==> src/rtl/assert_macros.svh <==
// Assertion macros for the RTL file that checks itself.
`ifndef ASSERT_MACROS_SVH
`define ASSERT_MACROS_SVH

// Plain property, sampled on the rising clock edge, off while in reset
`define SSB_ASSERT(label, prop, msg) \
    label: assert property (@(posedge i_clk) disable iff (!i_rst_n) (prop)) else $error(msg);

// Antecedent in one cycle implies the consequent in the next
`define SSB_ASSERT_NEXT(label, ante, cons, msg) \
    label: assert property (@(posedge i_clk) disable iff (!i_rst_n) \
        (ante) |=> (cons)) else $error(msg);

`endif

==> src/rtl/ssb_pkg.sv <==
// Types, constants and helper functions of the statement splitter.
package ssb_pkg;

    // Bracket kind codes held in the stack
    typedef logic [1:0] t_kind;
    localparam t_kind KIND_PAREN   = 2'd0;
    localparam t_kind KIND_SQUARE  = 2'd1;
    localparam t_kind KIND_CURLY   = 2'd2;
    localparam t_kind KIND_ANGLE   = 2'd3;

    // Bracket characters
    localparam logic [7:0] CH_OPEN_PAREN   = 8'h28;
    localparam logic [7:0] CH_CLOSE_PAREN  = 8'h29;
    localparam logic [7:0] CH_OPEN_SQUARE  = 8'h5B;
    localparam logic [7:0] CH_CLOSE_SQUARE = 8'h5D;
    localparam logic [7:0] CH_OPEN_CURLY   = 8'h7B;
    localparam logic [7:0] CH_CLOSE_CURLY  = 8'h7D;
    localparam logic [7:0] CH_OPEN_ANGLE   = 8'h3C;
    localparam logic [7:0] CH_CLOSE_ANGLE  = 8'h3E;

    // Register reset values and register indexes
    localparam logic [7:0] SEP_RESET   = 8'h3B;
    localparam logic [7:0] QUOTE_RESET = 8'h27;
    localparam logic       REG_SEPARATOR = 1'b0;
    localparam logic       REG_QUOTE     = 1'b1;

    // Default stack depth
    localparam int STACK_DEPTH_DEF = 16;

    // Width of the output word payload
    localparam int OUT_W = 16;

    // Per-cycle stack operation broadcast to every cell
    typedef struct packed {
        logic  push;
        logic  pop;
        t_kind kind;
    } t_stack_op;

    function automatic logic is_open(input logic [7:0] ch);
        is_open = (ch == CH_OPEN_PAREN) || (ch == CH_OPEN_SQUARE) ||
                  (ch == CH_OPEN_CURLY) || (ch == CH_OPEN_ANGLE);
    endfunction

    function automatic t_kind open_kind(input logic [7:0] ch);
        t_kind k;
        k = KIND_PAREN;
        if (ch == CH_OPEN_SQUARE) k = KIND_SQUARE;
        if (ch == CH_OPEN_CURLY)  k = KIND_CURLY;
        if (ch == CH_OPEN_ANGLE)  k = KIND_ANGLE;
        return k;
    endfunction

    function automatic logic [7:0] close_char(input t_kind k);
        logic [7:0] c;
        unique case (k)
            KIND_PAREN:  c = CH_CLOSE_PAREN;
            KIND_SQUARE: c = CH_CLOSE_SQUARE;
            KIND_CURLY:  c = CH_CLOSE_CURLY;
            KIND_ANGLE:  c = CH_CLOSE_ANGLE;
            default:     c = CH_CLOSE_PAREN;
        endcase
        return c;
    endfunction

endpackage

==> src/rtl/ssb_cell.sv <==
// One cell of the shifting bracket stack: takes its upper or lower neighbor's kind.
module ssb_cell (
    input  logic               i_clk,
    input  ssb_pkg::t_stack_op i_op,
    input  ssb_pkg::t_kind     i_kind_above,
    input  ssb_pkg::t_kind     i_kind_below,
    output ssb_pkg::t_kind     o_kind
);
    import ssb_pkg::*;

    t_kind r_kind;

    // push shifts toward the bottom, pop shifts toward the top
    always_ff @(posedge i_clk) begin
        if (i_op.push) begin
            r_kind <= i_kind_above;
        end else if (i_op.pop) begin
            r_kind <= i_kind_below;
        end
    end

    assign o_kind = r_kind;

endmodule

==> src/rtl/statement_splitter_bracket_aware_top.sv <==
// Top level of the quote- and bracket-aware statement splitter.
//
//  channel   dir   handshake                  payload
//  s_axis    in    tvalid/tready              tdata = ch, tlast = last
//  m_axis    out   tvalid/tready              tdata = keep..overflow, tlast = line_end
//  apb       in    psel/penable/pwrite/pready separator_char, quote_char
//
// One byte per cycle while the output is taken; each result is registered and appears in the cycle after its byte.
// The quote flag, count and top cell update in the accepting cycle, and the
// stack cells shift by one place, so bytes stream back to back.
// Reset clears quote, count, overflow and the output valid; cells keep data.
// A stalled output word holds, and a new byte is taken in the same cycle
// that the held word leaves.
module statement_splitter_bracket_aware_top #(
    parameter int STACK_DEPTH = ssb_pkg::STACK_DEPTH_DEF
) (
    input  logic                     i_clk,
    input  logic                     i_rst_n,
    // input stream
    input  logic                     s_axis_tvalid,
    output logic                     s_axis_tready,
    input  logic [7:0]               s_axis_tdata,   // [7:0] ch
    input  logic                     s_axis_tlast,   // last
    // output stream
    output logic                     m_axis_tvalid,
    input  logic                     m_axis_tready,
    // [0] keep, [1] split, [6:2] depth, [7] quoted, [8] overflow, [15:9] zero
    output logic [ssb_pkg::OUT_W-1:0] m_axis_tdata,
    output logic                     m_axis_tlast,   // line_end
    // configuration
    input  logic                     psel,
    input  logic                     penable,
    input  logic                     pwrite,
    input  logic [2:0]               paddr,
    input  logic [31:0]              pwdata,
    output logic [31:0]              prdata,
    output logic                     pready
);
    import ssb_pkg::*;

    localparam int CW = $clog2(STACK_DEPTH + 1);

    logic [7:0]      r_sep;
    logic [7:0]      r_quote_ch;
    logic            r_in_quote;
    logic [CW-1:0]   r_count;
    logic            r_ovf;
    logic            n_in_quote;
    logic [CW-1:0]   n_count;
    logic            n_ovf;
    logic            n_split;
    logic            r_valid;
    logic [OUT_W-1:0] r_data;
    logic            r_last;
    logic            accept;
    logic            cfg_wr;
    t_stack_op       stack_op;
    t_kind           cell_kind [STACK_DEPTH];

    // configuration registers
    assign pready = 1'b1;
    assign cfg_wr = psel && penable && pwrite && pready;

    always_ff @(posedge i_clk) begin
        if (!i_rst_n) begin
            r_sep      <= SEP_RESET;
            r_quote_ch <= QUOTE_RESET;
        end else if (cfg_wr) begin
            if (paddr[2] == REG_SEPARATOR) r_sep <= pwdata[7:0];
            if (paddr[2] == REG_QUOTE)     r_quote_ch <= pwdata[7:0];
        end
    end

    assign prdata = {24'd0, (paddr[2] == REG_QUOTE) ? r_quote_ch : r_sep};

    // handshake: the output register frees up as its word is taken
    assign s_axis_tready = i_rst_n && (!r_valid || m_axis_tready);
    assign accept        = s_axis_tvalid && s_axis_tready;

    // byte classification, rule order decides
    always_comb begin
        n_split         = 1'b0;
        n_in_quote      = r_in_quote;
        n_count         = r_count;
        n_ovf           = r_ovf;
        stack_op.push   = 1'b0;
        stack_op.pop    = 1'b0;
        stack_op.kind   = open_kind(s_axis_tdata);
        priority if (s_axis_tdata == r_sep && !r_in_quote && r_count == '0) begin
            n_split = 1'b1;
        end else if (s_axis_tdata == r_quote_ch) begin
            n_in_quote = !r_in_quote;
        end else if (is_open(s_axis_tdata) && !r_in_quote) begin
            if (r_count < CW'(STACK_DEPTH)) begin
                stack_op.push = accept;
                n_count       = r_count + CW'(1);
            end else begin
                n_ovf = 1'b1;
            end
        end else if (r_count != '0 && !r_in_quote) begin
            if (s_axis_tdata == close_char(cell_kind[0])) begin
                stack_op.pop = accept;
                n_count      = r_count - CW'(1);
            end
        end else begin
            // plain text byte, state unchanged
        end
    end

    // line state, cleared after the last byte
    always_ff @(posedge i_clk) begin
        if (!i_rst_n) begin
            r_in_quote <= 1'b0;
            r_count    <= '0;
            r_ovf      <= 1'b0;
        end else if (accept) begin
            if (s_axis_tlast) begin
                r_in_quote <= 1'b0;
                r_count    <= '0;
                r_ovf      <= 1'b0;
            end else begin
                r_in_quote <= n_in_quote;
                r_count    <= n_count;
                r_ovf      <= n_ovf;
            end
        end
    end

    // row of stack cells, cell 0 is the top
    for (genvar i = 0; i < STACK_DEPTH; i++) begin : g_cell
        t_kind above;
        t_kind below;
        if (i == 0) begin : g_top
            assign above = stack_op.kind;
        end else begin : g_mid
            assign above = cell_kind[i-1];
        end
        if (i == STACK_DEPTH - 1) begin : g_bot
            assign below = cell_kind[i];
        end else begin : g_low
            assign below = cell_kind[i+1];
        end
        ssb_cell u_cell (
            .i_clk        (i_clk),
            .i_op         (stack_op),
            .i_kind_above (above),
            .i_kind_below (below),
            .o_kind       (cell_kind[i])
        );
    end

    // output register
    always_ff @(posedge i_clk) begin
        if (!i_rst_n) begin
            r_valid <= 1'b0;
        end else if (accept) begin
            r_valid <= 1'b1;
        end else if (m_axis_tready) begin
            r_valid <= 1'b0;
        end
    end

    always_ff @(posedge i_clk) begin
        if (accept) begin
            r_data <= {7'd0, n_ovf, n_in_quote, 5'(n_count), n_split, !n_split};
            r_last <= s_axis_tlast;
        end
    end

    assign m_axis_tvalid = r_valid;
    assign m_axis_tdata  = r_data;
    assign m_axis_tlast  = r_last;

    // checks
    `include "assert_macros.svh"

    `SSB_ASSERT(a_keep_split, !r_valid || (r_data[0] != r_data[1]), "keep and split agree")
    `SSB_ASSERT(a_split_top, !(r_valid && r_data[1]) || r_data[7:2] == '0, "split off top level")
    `SSB_ASSERT(a_count_bound, r_count <= CW'(STACK_DEPTH), "stack count beyond depth")
    `SSB_ASSERT_NEXT(a_clear, accept && s_axis_tlast, {r_count, r_in_quote, r_ovf} == '0, "not cleared")

endmodule

==> config.mk <==
export PLATFORM = sky130hd
export DESIGN_NAME = statement_splitter_bracket_aware_top
export DESIGN_NICKNAME = d
export VERILOG_FILES = /design/src/rtl/ssb_pkg.sv /design/src/rtl/ssb_cell.sv /design/src/rtl/statement_splitter_bracket_aware_top.sv
export VERILOG_INCLUDE_DIRS = /design/src /design/src/rtl
export SDC_FILE = /design/constraint.sdc
export NUM_CORES = 1
export LEC_CHECK = 0
export BUFFER_PORTS_ARGS = -buffer_cell sky130_fd_sc_hd__buf_2
export CELL_PAD_IN_SITES_DETAIL_PLACEMENT = 1
export CELL_PAD_IN_SITES_GLOBAL_PLACEMENT = 1
export CORE_MARGIN = 2
export CORE_UTILIZATION = 25
export DETAILED_ROUTE_END_ITERATION = 6
export GPL_TIMING_DRIVEN = 0
export HOLD_SLACK_MARGIN = 0.03
export MAX_ROUTING_LAYER = met4
export PLACE_DENSITY_LB_ADDON = 0.1
export RECOVER_POWER = 100
export SKIP_CTS_REPAIR_TIMING = 1
export SYNTH_ARGS = -nofsm -noshare
export SYNTH_HDL_FRONTEND = slang
export SYNTH_SLANG_ARGS = --single-unit
==> constraint.sdc <==
create_clock -name i_clk -period 4.79 [get_ports i_clk]
set_input_delay 0.479 -clock i_clk [delete_from_list [all_inputs] [get_ports i_clk]]
set_output_delay 0.479 -clock i_clk [all_outputs]
set_load 0.005 [all_outputs]
Yosys cells after proc, flatten, opt, wreduce, memory -nomap -nowiden
Cells that the tools add are included.
Widths: inputs -> output; s select.
{ "word_totals": {"ff_bits": 66, "latch_bits": 0, "mem_bits_rw": 0, "romBits": 0, "in_bits": 51, "elab_cells": 124, "mem_count": 0} }
{ "classes": {"n_addsub": 2, "multipliers": 0, "div": 0, "n_lt_le_gt_ge": 1, "eq_ne": 10, "shift": 0, "mux": 64, "n_bitwise": 1, "reduce_logical": 22} }
{ "ops": {"columns": ["op", "n"], "rows": [
  ["$mux 2", 34],
  ["$mux 8", 5],
  ["$mux 5", 7],
  ["$pmux 8 s4", 1],
  ["$eq 8x8->1", 3],
  ["$mux 1", 17],
  ["$eq 8x6->1 const B", 2],
  ["$eq 8x7->1 const B", 2],
  ["$logic_and 1x1->1", 8],
  ["$add 5x1->5 const B", 1],
  ["$logic_not 5->1", 1],
  ["$lt 5x5->1 const B", 1],
  ["$reduce_bool 5->1", 1],
  ["$sub 5x1->5 const B", 1],
  ["$eq 2x2->1 const B", 2],
  ["$logic_or 1x1->1", 4],
  ["$reduce_and 2->1", 2],
  ["$reduce_bool 2->1", 2],
  ["$logic_not 1->1", 3],
  ["$eq 2x1->1 const B", 1],
  ["$logic_not 2->1", 1],
  ["$not 1->1", 1]
]} }

Depth between registers and ports, before layout
Gate-level depths: netlist (run 1).
{ "depth": {"word_depth": 16, "mapped_depth": 10} }

Modules after synthesis
A second synthesis (run 1) with hierarchy kept.
{ "hier_totals": {"cells_unflattened": 355, "area_unflattened_um2": 3822.4} }
{ "modules_own_cells": {"columns": ["module", "instances", "cells_per_inst", "area_each_um2"], "rows": [
  ["statement_splitter_bracket_aware_top", 1, 275, 2401.1],
  ["ssb_cell", 16, 5, 88.8]
]} }

Worst setup path before layout (run 1)
Ideal clock, no wire load.
{ "synth_timing": {"kind": "reg2reg", "start": "register g_cell[0].u_cell.r_kind[0]", "end": "register g_cell[0].u_cell.r_kind[0] (enable)", "arrival_time_ps": 2938, "slack_ps": 1435, "stages_incl_launch_ff": 9, "path_buffers": 0, "cell_sequence": "edfxtp_1 inv_1 ha_1 xor2_1 nor3_1 o211ai_1 nor2_1 o21ai_1 nor2_1"} }
{ "synth_via": {"elab_chain_len": 13} }
{ "synth_rtl": {"columns": ["item", "line_no", "rtl"], "rows": [
  ["from (decl)", "ssb_cell.sv:11", "t_kind r_kind;"],
  ["from (signal assigned)", "ssb_cell.sv:16", "r_kind <= i_kind_above;"],
  ["from (signal assigned)", "ssb_cell.sv:18", "r_kind <= i_kind_below;"],
  ["$eq 2x2->1, or another cell as far along", "ssb_pkg.sv:56", "unique case (k)"],
  ["$pmux 8 s4 *", "ssb_pkg.sv:56", null],
  ["$mux 8 *", "statement_splitter_bracket_aware_top.sv:100", "end else if (r_count != '0 && !r_in_quote) begin"],
  ["$mux 8 *", "statement_splitter_bracket_aware_top.sv:93", "end else if (is_open(s_axis_tdata) && !r_in_quote) begin"],
  ["$mux 8 *", "statement_splitter_bracket_aware_top.sv:91", "end else if (s_axis_tdata == r_quote_ch) begin"],
  ["$mux 8 *", "statement_splitter_bracket_aware_top.sv:89", "priority if (s_axis_tdata == r_sep && !r_in_quote && r_count == '0) begin"],
  ["$eq 8x8->1 *", "statement_splitter_bracket_aware_top.sv:101", "if (s_axis_tdata == close_char(cell_kind[0])) begin"],
  ["$mux 1 *", "statement_splitter_bracket_aware_top.sv:101", null],
  ["$mux 1 *", "statement_splitter_bracket_aware_top.sv:100", null],
  ["$mux 1 *", "statement_splitter_bracket_aware_top.sv:93", null],
  ["$mux 2 *", "statement_splitter_bracket_aware_top.sv:91", null],
  ["$mux 2 *", "statement_splitter_bracket_aware_top.sv:89", null],
  ["$reduce_bool 2->1 (no line) *", null, null]
]} }
Every way passes the cells marked *; elsewhere a longest branch is shown, timed or not. The select of a mux whose other input is x is not followed.
A chain may end at the register's enable or synchronous reset.

Worst setup path after layout (run 1)
{ "layout_timing": {"start": "register r_count[0]", "end": "register g_cell[13].u_cell.r_kind[0] (enable)"} }
{ "layout_via": {"elab_chain_len": 7} }
{ "layout_rtl": {"columns": ["item", "line_no", "rtl"], "rows": [
  ["from (decl)", "statement_splitter_bracket_aware_top.sv:46", "logic [CW-1:0] r_count;"],
  ["from (signal assigned)", "statement_splitter_bracket_aware_top.sv:123", "r_count <= n_count;"],
  ["branches (longest 5 deep; another with $lt 5x5->1)", null, null],
  ["$mux 2 *", "statement_splitter_bracket_aware_top.sv:89", null],
  ["$reduce_bool 2->1 (no line) *", null, null],
  ["to (signal assigned)", "ssb_cell.sv:16", null],
  ["to (signal assigned)", "ssb_cell.sv:18", null],
  ["to (decl)", "ssb_cell.sv:11", null]
]} }
Mark *: on every way between the ends.

==> results of run 1 <==
==> placed cells by master, fill, tap and decap left out, types with 3 or more instances in the layout <==
cell       netlist  routed
ha_1             6       6
o21ai_0          4      10
nand2_1         43      43
buf_4           33      32
nand3_1         16      16
nor2_1           9       9
nor3_1           9       9
a21oi_1         11      11
dfxtp_1         24      24
nor4_1           4       4
buf_2            5      37
o211ai_1         4       4
inv_1           11      11
xnor2_1          6       6
clkbuf_16        0       9
conb_1           2      32
nand2b_1         3       3
nor3b_1          3       3
mux2_2           8       7
xor2_1          19      19
edfxtp_1        42      42
clkbuf_1         7      19
mux2_1           5      25
inv_6            0       3
and2_1           4       3
==> cell families (layout without fill, tap and decap cells) <==
| logic type | Yosys count | count (layout) | synth area share |
|---|---|---|---|
| xor+xnor | 25 | 25 | 0.0581 |
| flops | 66 | 66 | 0.462 |
| mux | 36 | 36 | 0.128 |
| buf+inv | 61 | 117 | 0.103 |
| compound gates | 43 | 43 | 0.0827 |
| simple gates | 105 | 105 | 0.144 |
| fa+ha+maj | 6 | 6 | 0.0199 |
| other cells | 2 | 32 | 0.00199 |
==> registers in the layout, summed over array words and instances, names as in the netlist <==
signal,cells
g_cell.u_cell.o_kind,32
m_axis_tdata,9
m_axis_tlast,1
m_axis_tvalid,1
r_count,5
r_in_quote,1
r_ovf,1
r_quote_ch,8
r_sep,8
==> worst max-delay path by stage <==
stage	to	depth (start not counted)
CTS	g_cell[14].u_cell.o_kind[0]	8
floorplan	g_cell[0].u_cell.o_kind[0]	8
detailed placement	g_cell[10].u_cell.o_kind[0]	8
global placement	g_cell[10].u_cell.o_kind[0]	8
global route	g_cell[13].u_cell.o_kind[0]	9
finish	g_cell[13].u_cell.o_kind[0]	9
==> metal layers <==
| metal | track usage | vias up |
|---|---|---|
| met5 | - | - |
| met4 | 0.0362 | 0 |
| met3 | 0.0388 | 8 |
| met2 | 0.176 | 54 |
| met1 | 0.164 | 1259 |
| li1 | - | 1320 |
==> final cells by class <==
class | instances | area [sq um] | share of cell area
tap | 184 | 230 | 0.0515
inverter | 12 | 45.0 | 0.0101
sequential | 66 | 1740 | 0.390
multi-input combinational | 247 | 1670 | 0.373
clock inverter | 7 | 58.8 | 0.0132
clock buffer | 9 | 225 | 0.0504
buffer | 49 | 310 | 0.0694
timing repair buffer | 40 | 190 | 0.0425
==> power by group through the flow <==
stage | combinational, mW | sequential [mW] | clock (mW)
2_1_floorplan | 0.0672 | 0.624 | 0
3_3_place_gp | 0.101 | 0.625 | 0
3_5_place_dp | 0.102 | 0.625 | 0
4_1_cts | 0.103 | 0.613 | 0.655
5_1_grt | 0.113 | 0.614 | 0.680
6_report | 0.0999 | 0.613 | 0.632
==> critical path, stage by stage, from the launching register on <==
cell and delay, ns:
dfxtp_1 0.44, inv_1 0.13, ha_1 0.27, or3b_1 0.24, nor4_1 0.06, and3_1 0.18, clkbuf_1 0.20, nor2_1 0.53
o21ai_0 0.43, nor2_4 0.77
==> stage by stage <==
step           std cells  hold slack [ns]   util  area, sq um  total power, mW
6_report             614            0.366  0.305         4470             1.34
5_1_grt              614            0.358  0.305         4470             1.41
4_1_cts              614            0.325  0.314         4600             1.37
3_5_place_dp         598            0.465  0.295         4320            0.727
3_3_place_gp         598            0.470  0.294         4310            0.726
2_1_floorplan        374            0.427      -         3880            0.691
==> Yosys cell counts, types with 3 or more instances <==
cell / number
buf_4: 33
mux2_1: 5
edfxtp_1: 42
o21ai_1: 6
nand2b_1: 3
nor3b_1: 3
ha_1: 6
inv_1: 11
nor3_1: 9
clkbuf_1: 7
xnor2_1: 6
dfxtp_1: 24
mux2_4: 21
o211ai_1: 4
and2_1: 4
o21ai_0: 4
buf_2: 5
nand2_1: 43
mux2_2: 8
xor2_1: 19
a21oi_1: 11
nor2_1: 9
nand3_1: 16
nor4_1: 4
==> results.toml, run 1 <==
[timing]
rsz0062_at_grt = "no"
setup_tns_ns = 0
fin_crit_sh = 0.763
max_slew_margin = 0.430
fin_ws_ns = 1.13
layout_min_cycle_time_ns = 3.66
hold_violations = 0
setup_viol = 0
fmax_mhz = 274
slew_violations = 0
skew_ns = 0.00882
tightest_slew_ns = 0.853

[grt]
grtUsageTotal = 0.122
gr-total-overflow = 0
antenna_found_initial = 0
grt_max_degree = 31
grt_pass1_wl_microns = 14700
grt_pass1_vias = 2771

[place]
dp_slack_ns = 1.47
finalWeightedCongestion = 0.762
io_buffers = 40
detailed_place_hpwl_microns = 6620

[clocking]
clock_path_buffers = 2
cts_tree = "yes"
cts_num_sinks = 66
cts_buffers = 9
cts-htree-levels = 3
clk_pin_slew_ns = 0.06
clock-root-buffer = "clkbuf_16"
clk_latency_ns = 0.34

[drt]
wl_per_cell_microns = 14.4
num_vias = 2641
met1Wirelength_microns = 4470
drt-initial-drc-count = 114
wl_met2_microns = 3920
route.met3.wl_microns = 360
top_layer_used = "met4"
drc_errors = 0
ant_nets = 0
wirelength_microns = 8860
drt_first_pass_iters = 4
via_per_inst = 4.30

[critical_path]
startpoint = "r_count[0]"
timing.rr.end = "g_cell[13].u_cell.o_kind[0]"
crit_fanout = 30
r2r_slack_ns = 1.13
endpoint_kind = "flip-flop"
reg2reg_depth = 9
r2r_start = "r_count[0]"
startpoint_type = "flip-flop"
path_class = "reg2reg"
critical_path_required_ns = 4.75
crit_arrival_ns = 3.62

[floorplan]
initial_utilization = 0.257
core_area_sq_um = 14600
dieHeight_microns = 127
ios = 103
placementRows = 44
dieArea_sq_um = 16100
die_w_microns = 127

[final_layout]
fillers = 1702
nets = 482
drive_above_1_share = 0.237
area_delta_synth_final_pct = 18.7
antennaDiodeCount = 0

[power]
ir_worst_vdd_mv = 0.159
power.leakage_nw = 1.80
switching_share = 0.249
p_clk_frac = 0.470
combinationalPowerShare = 0.074
seqPwrFrac = 0.456
p_int_mw = 1.01
power_switching_mw = 0.335
pwr_density_cell_nw_per_um2 = 301

[yosys]
synth_flop_cell = "edfxtp_1"
syn_avg_cell_area_sq_um = 10.9
synth_edf_count = 42
async_reset_ff_frac = 0
synth_area_leaders = "edfxtp_1, dfxtp_1, mux2_4"
ys_seq_area_frac = 0.462
synth.cell_area_sq_um = 3770
synthCells = 344
synth_warnings = 0
yosysTopAreaCell = "edfxtp_1"
yosysTopAreaCellShare = 0.335
synth_seq_cells = 66
ys_types = 55

[flow_run]
maxCapViolations = 0

[hold_path]
hold_class = "in2reg"
min_delay_path_depth = 3
min_from = "pwdata[5]"
worstHoldEndpoint = "r_quote_ch[5]"

[run_status]
status = "finished clean"
Note: power is estimated with default switching activity, not from simulation.
==> run 2, diff against run 1 <==
--- a/config.mk
+++ b/config.mk
@@ -6,6 +6,7 @@
 export SDC_FILE = /design/constraint.sdc
 export NUM_CORES = 1
 export LEC_CHECK = 0
+export ABC_AREA = 1
 export BUFFER_PORTS_ARGS = -buffer_cell sky130_fd_sc_hd__buf_2
 export CELL_PAD_IN_SITES_DETAIL_PLACEMENT = 1
 export CELL_PAD_IN_SITES_GLOBAL_PLACEMENT = 1
==> constraint.sdc (replaced) <==
create_clock -name i_clk -period 3.5 [get_ports i_clk]
set_input_delay 0.35 -clock i_clk [delete_from_list [all_inputs] [get_ports i_clk]]
set_output_delay 0.35 -clock i_clk [all_outputs]
set_load 0.005 [all_outputs]
==> results.toml, run 2 <==
[drt]
wirelength_microns = 10100
drt-initial-drc-count = 129
ant_nets = 0
drt_first_pass_iters = 4
via_per_inst = 4.27
wl_per_cell_microns = 13.1
drc_errors = 0
num_vias = 3307

[clocking]
clk_latency_ns = 0.34
cts-htree-levels = 3
cts_tree = "yes"
clk_pin_slew_ns = 0.06
clock-root-buffer = "clkbuf_16"
cts_buffers = 9
cts_num_sinks = 66
clock_path_buffers = 2

[yosys]
synth_edf_count = 42
synth.cell_area_sq_um = 3870
synth_flop_cell = "edfxtp_1"
synth_warnings = 0
async_reset_ff_frac = 0
yosysTopAreaCellShare = 0.326
post-synth-top-count-cell = "nand2_1"
yosysTopAreaCell = "edfxtp_1"
syn_avg_cell_area_sq_um = 7.76
synth_area_leaders = "edfxtp_1, nand2_1, dfxtp_1"
synth_seq_cells = 66
synth_common_cells = "nand2_1, inv_1, edfxtp_1, nor2_1, buf_4"
synthCells = 499
ys_types = 35
ys_seq_area_frac = 0.450

[grt]
grt_pass1_wl_microns = 16600
antenna_found_initial = 0
grtUsageTotal = 0.134
grt_pass1_vias = 3340
gr-total-overflow = 0
grt_max_degree = 31

[timing]
setup_viol = 0
max_slew_margin = 0.418
fin_ws_ns = 0.543
tightest_slew_ns = 0.871
skew_ns = 0.00762
fmax_mhz = 338
layout_min_cycle_time_ns = 2.96
fin_crit_sh = 0.845
hold_violations = 0
slew_violations = 0
whs_ns = 0.203
rsz0062_at_grt = "no"

[floorplan]
die_w_microns = 128
core_area_sq_um = 15100
ios = 103
dieArea_sq_um = 16500
dieHeight_microns = 128
placementRows = 45
initial_utilization = 0.256

[final_layout]
largest_register_ffs = 32
drive_above_1_share = 0.191
final_cells = 775
design_area_sq_um = 4630
final_cell_mix = "nand2_1, inv_1, edfxtp_1"
antennaDiodeCount = 0
nets = 639
area_delta_synth_final_pct = 19.5
final_common_cell = "nand2_1"

[power]
pwr_density_cell_nw_per_um2 = 391
finalPower_mw = 1.81
ir_worst_vdd_mv = 0.219
power.leakage_nw = 2.19

[critical_path]
slowest_delay_ns = 0.51
cp.depth = 9
crit_fanout = 11
endpoint = "g_cell[4].u_cell.o_kind[1]"
path_class = "in2reg"
critical_path_required_ns = 3.58
crit_arrival_ns = 3.04
timing.rr.end = "g_cell[10].u_cell.o_kind[0]"
r2r_start = "g_cell[0].u_cell.o_kind[0]"
cp_top_family = "buffers and inverters"
reg2reg_depth = 12
startpoint = "i_rst_n"
crit_buf_inv = 5
slowest_stage = "inv_1"
startpoint_type = "primary input"
endpoint_kind = "flip-flop"
r2r_slack_ns = 0.79
path_cells = "clkbuf_1, inv_1, a21oi_1, nand2_1, inv_1, nand2_1, inv_8, clkbuf_2, o21ai_0"

[hold_path]
hold_class = "in2reg"

[flow_run]
maxCapViolations = 0

[run_status]
status = "finished clean"

[place]
finalWeightedCongestion = 0.780
io_buffers = 42
post_dp_cell_area_sq_um = 4440
dp_slack_ns = 0.700
detailed_place_hpwl_microns = 7620
post-place-cells = 759
[run 2: cell types whose count changed after synthesis, sizes merged, moves of 5 or more]
cell   change
xor2      -15
nor3       -9
inv       +55
nor2      +34
nand2    +120
o21ai     +33
a21oi     +11
xnor2      -5
mux2      -34
nand3     +11
[run 2: layout make-up]
| class | count | area (sq um) |
|---|---|---|
| fill | 1892 | 10500 |
| sequential | 66 | 1740 |
| multi-input combinational | 353 | 1630 |
| buffer | 42 | 307 |
| inverter | 68 | 263 |
| tap | 188 | 235 |
| clock buffer | 10 | 229 |
| timing repair buffer | 42 | 191 |
| clock inverter | 6 | 33.8 |
[run 2: cells by family after synthesis]
family	count (synthesis)	share of synthesized area
AO/OA/AOI/OAI	68	0.0928
XOR/XNOR	5	0.0113
adder cells (fa/ha/maj)	6	0.0194
buffers and inverters	110	0.152
flip-flops	66	0.450
other	2	0.00194
AND/OR/NAND/NOR	242	0.272
[run 2: power by group]
group | internal, mW | switching [mW] | total [mW]
clock | 0.473 | 0.343 | 0.816
combinational | 0.0625 | 0.0927 | 0.155
sequential | 0.833 | 0.00642 | 0.840
total | 1.37 | 0.442 | 1.81
[run 2: worst min-delay path by stage]
stage / start / end / slack (ns) / cells past startpoint
floorplan: g_cell[14].u_cell.o_kind[0] / g_cell[15].u_cell.o_kind[0] / 0.43 / 0
global placement: g_cell[14].u_cell.o_kind[0] / g_cell[15].u_cell.o_kind[0] / 0.44 / 0
detailed placement: g_cell[14].u_cell.o_kind[1] / g_cell[15].u_cell.o_kind[1] / 0.44 / 0
CTS: s_axis_tlast / m_axis_tlast / 0.19 / 1
global route: s_axis_tlast / m_axis_tlast / 0.19 / 1
finish: s_axis_tlast / m_axis_tlast / 0.20 / 1
[run 2: layer usage]
layer,global-route usage,wire length [microns]
met5,-,0
met4,0.0459,123
met3,0.0333,374
met2,0.212,4670
met1,0.168,4970
[run 2: through the flow]
step	utilization	setup TNS, ns
after CTS	0.310	0
after detailed placement	0.293	0
after floorplan	-	0
final	0.305	0
after global routing	0.305	0
after global placement	0.292	-14.06
==> run 3, diff against run 2 <==
==> constraint.sdc (replaced) <==
create_clock -name i_clk -period 2.84 [get_ports i_clk]
set_input_delay 0.284 -clock i_clk [delete_from_list [all_inputs] [get_ports i_clk]]
set_output_delay 0.284 -clock i_clk [all_outputs]
set_load 0.005 [all_outputs]
==> results.toml, run 3 (same netlist as run 2, synthesis figures left out) <==
[hold_path]
min_delay_path_depth = 1
worstHoldEndpoint = "m_axis_tlast"
hold_class = "in2reg"
min_from = "s_axis_tlast"

[power]
switching_share = 0.233
p_int_mw = 1.78
power_switching_mw = 0.540
ir_worst_vdd_mv = 0.271
combinationalPowerShare = 0.084
power.leakage_nw = 2.21
pwr_density_cell_nw_per_um2 = 496
seqPwrFrac = 0.447
p_clk_frac = 0.469

[timing]
tightest_slew_ns = 0.634
fin_ws_ns = 0.299
setup_tns_ns = 0
whs_ns = 0.144
max_slew_margin = 0.577
hold_violations = 0
setup_viol = 0
fmax_mhz = 393
slew_violations = 0
skew_ns = 0.00564
layout_min_cycle_time_ns = 2.54
rsz0062_at_grt = "no"
fin_crit_sh = 0.895

[floorplan]
dieHeight_microns = 128
initial_utilization = 0.256
core_area_sq_um = 15100
dieArea_sq_um = 16500
ios = 103
die_w_microns = 128
placementRows = 45

[grt]
grt_max_degree = 31
grtUsageTotal = 0.135
gr-total-overflow = 0
grt_pass1_vias = 3333
grt_pass1_wl_microns = 16700
antenna_found_initial = 0

[drt]
wirelength_microns = 10300
wl_per_cell_microns = 13.2
drc_errors = 0
via_per_inst = 4.22
num_vias = 3275
drt_first_pass_iters = 4
drt-initial-drc-count = 152
ant_nets = 0

[place]
finalWeightedCongestion = 0.782
detailed_place_hpwl_microns = 7660
post-place-cells = 759
io_buffers = 42
dp_slack_ns = 0.0718

[critical_path]
timing.rr.end = "g_cell[14].u_cell.o_kind[0]"
endpoint_kind = "flip-flop"
critical_path_required_ns = 2.88
path_class = "in2reg"
r2r_slack_ns = 0.38
reg2reg_depth = 12
startpoint_type = "primary input"
crit_fanout = 11
crit_arrival_ns = 2.58
r2r_start = "g_cell[0].u_cell.o_kind[0]"

[clocking]
clock_path_buffers = 2
cts-htree-levels = 3
clock-root-buffer = "clkbuf_16"
cts_buffers = 9
cts_num_sinks = 66
cts_tree = "yes"
clk_pin_slew_ns = 0.06
clk_latency_ns = 0.34

[final_layout]
nets = 640
final_cells = 776
area_delta_synth_final_pct = 20.8
final_common_cell = "nand2_1"
drive_above_1_share = 0.194
largest_register_ffs = 32
final_cell_mix = "nand2_1, inv_1, edfxtp_1"
antennaDiodeCount = 0

[run_status]
status = "finished clean"

[flow_run]
maxCapViolations = 0
==> run 3: cell types whose count changed in the layout (fill, tap and decap cells not counted), sizes merged <==
cell | previous run | this run
clkinv | 5 | 4
nor2 | 44 | 45
clkbuf | 31 | 32
bufinv | 0 | 1
buf | 63 | 64
clkinvlp | 2 | 0
==> run 3: stage by stage <==
stage / area [sq um] / utilization / total power, mW
floorplan: 3990 / - / 1.18
global placement: 4430 / 0.293 / 1.25
detailed placement: 4440 / 0.293 / 1.25
CTS: 4710 / 0.311 / 2.36
global route: 4680 / 0.309 / 2.43
finish: 4680 / 0.309 / 2.32
==> run 3: area by class of cell <==
type                    count  area, sq um
plain buffers              42          309
clock buffers              12          236
clock inverters             4         42.5
fillers                  1873        10500
inverters                  68          263
multi-input cells         354         1660
flip-flops and latches     66         1740
well taps                 188          235
repair buffers             42          191
==> run 3: worst max path at each step <==
stage	from	endpoint	slack (ns)	cells past startpoint
finish	i_rst_n	g_cell[15].u_cell.o_kind[0]	0.30	8
floorplan	g_cell[0].u_cell.o_kind[0]	g_cell[0].u_cell.o_kind[0]	0.33	12
CTS	g_cell[0].u_cell.o_kind[0]	g_cell[8].u_cell.o_kind[1]	0.04	12
global route	i_rst_n	g_cell[2].u_cell.o_kind[0]	0.07	10
detailed placement	g_cell[0].u_cell.o_kind[0]	g_cell[8].u_cell.o_kind[0]	0.07	12
global placement	g_cell[0].u_cell.o_kind[0]	g_cell[9].u_cell.o_kind[0]	-0.41	12
==> run 3: per-layer routing <==
| layer | track usage | wire, microns | vias to the layer above |
|---|---|---|---|
| li1 | - | - | 1691 |
| met1 | 0.166 | 5010 | 1522 |
| met2 | 0.216 | 4770 | 52 |
| met3 | 0.0241 | 297 | 10 |
| met4 | 0.0640 | 181 | 0 |
| met5 | - | 0 | - |
==> run 3: critical path, stage by stage <==
cell and delay, ns:
clkbuf_1 0.35, inv_1 0.27, a21oi_2 0.18, nand2_1 0.36, inv_1 0.63, nand2_8 0.15
inv_8 0.12, buf_4 0.22
==> run 3: power groups by stage <==
| stage | clock [mW] | sequential, mW | combinational [mW] |
|---|---|---|---|
| global route | 1.17 | 1.04 | 0.222 |
| floorplan | 0 | 1.05 | 0.128 |
| global placement | 0 | 1.05 | 0.197 |
| detailed placement | 0 | 1.05 | 0.198 |
| finish | 1.09 | 1.03 | 0.195 |
| CTS | 1.13 | 1.03 | 0.199 |
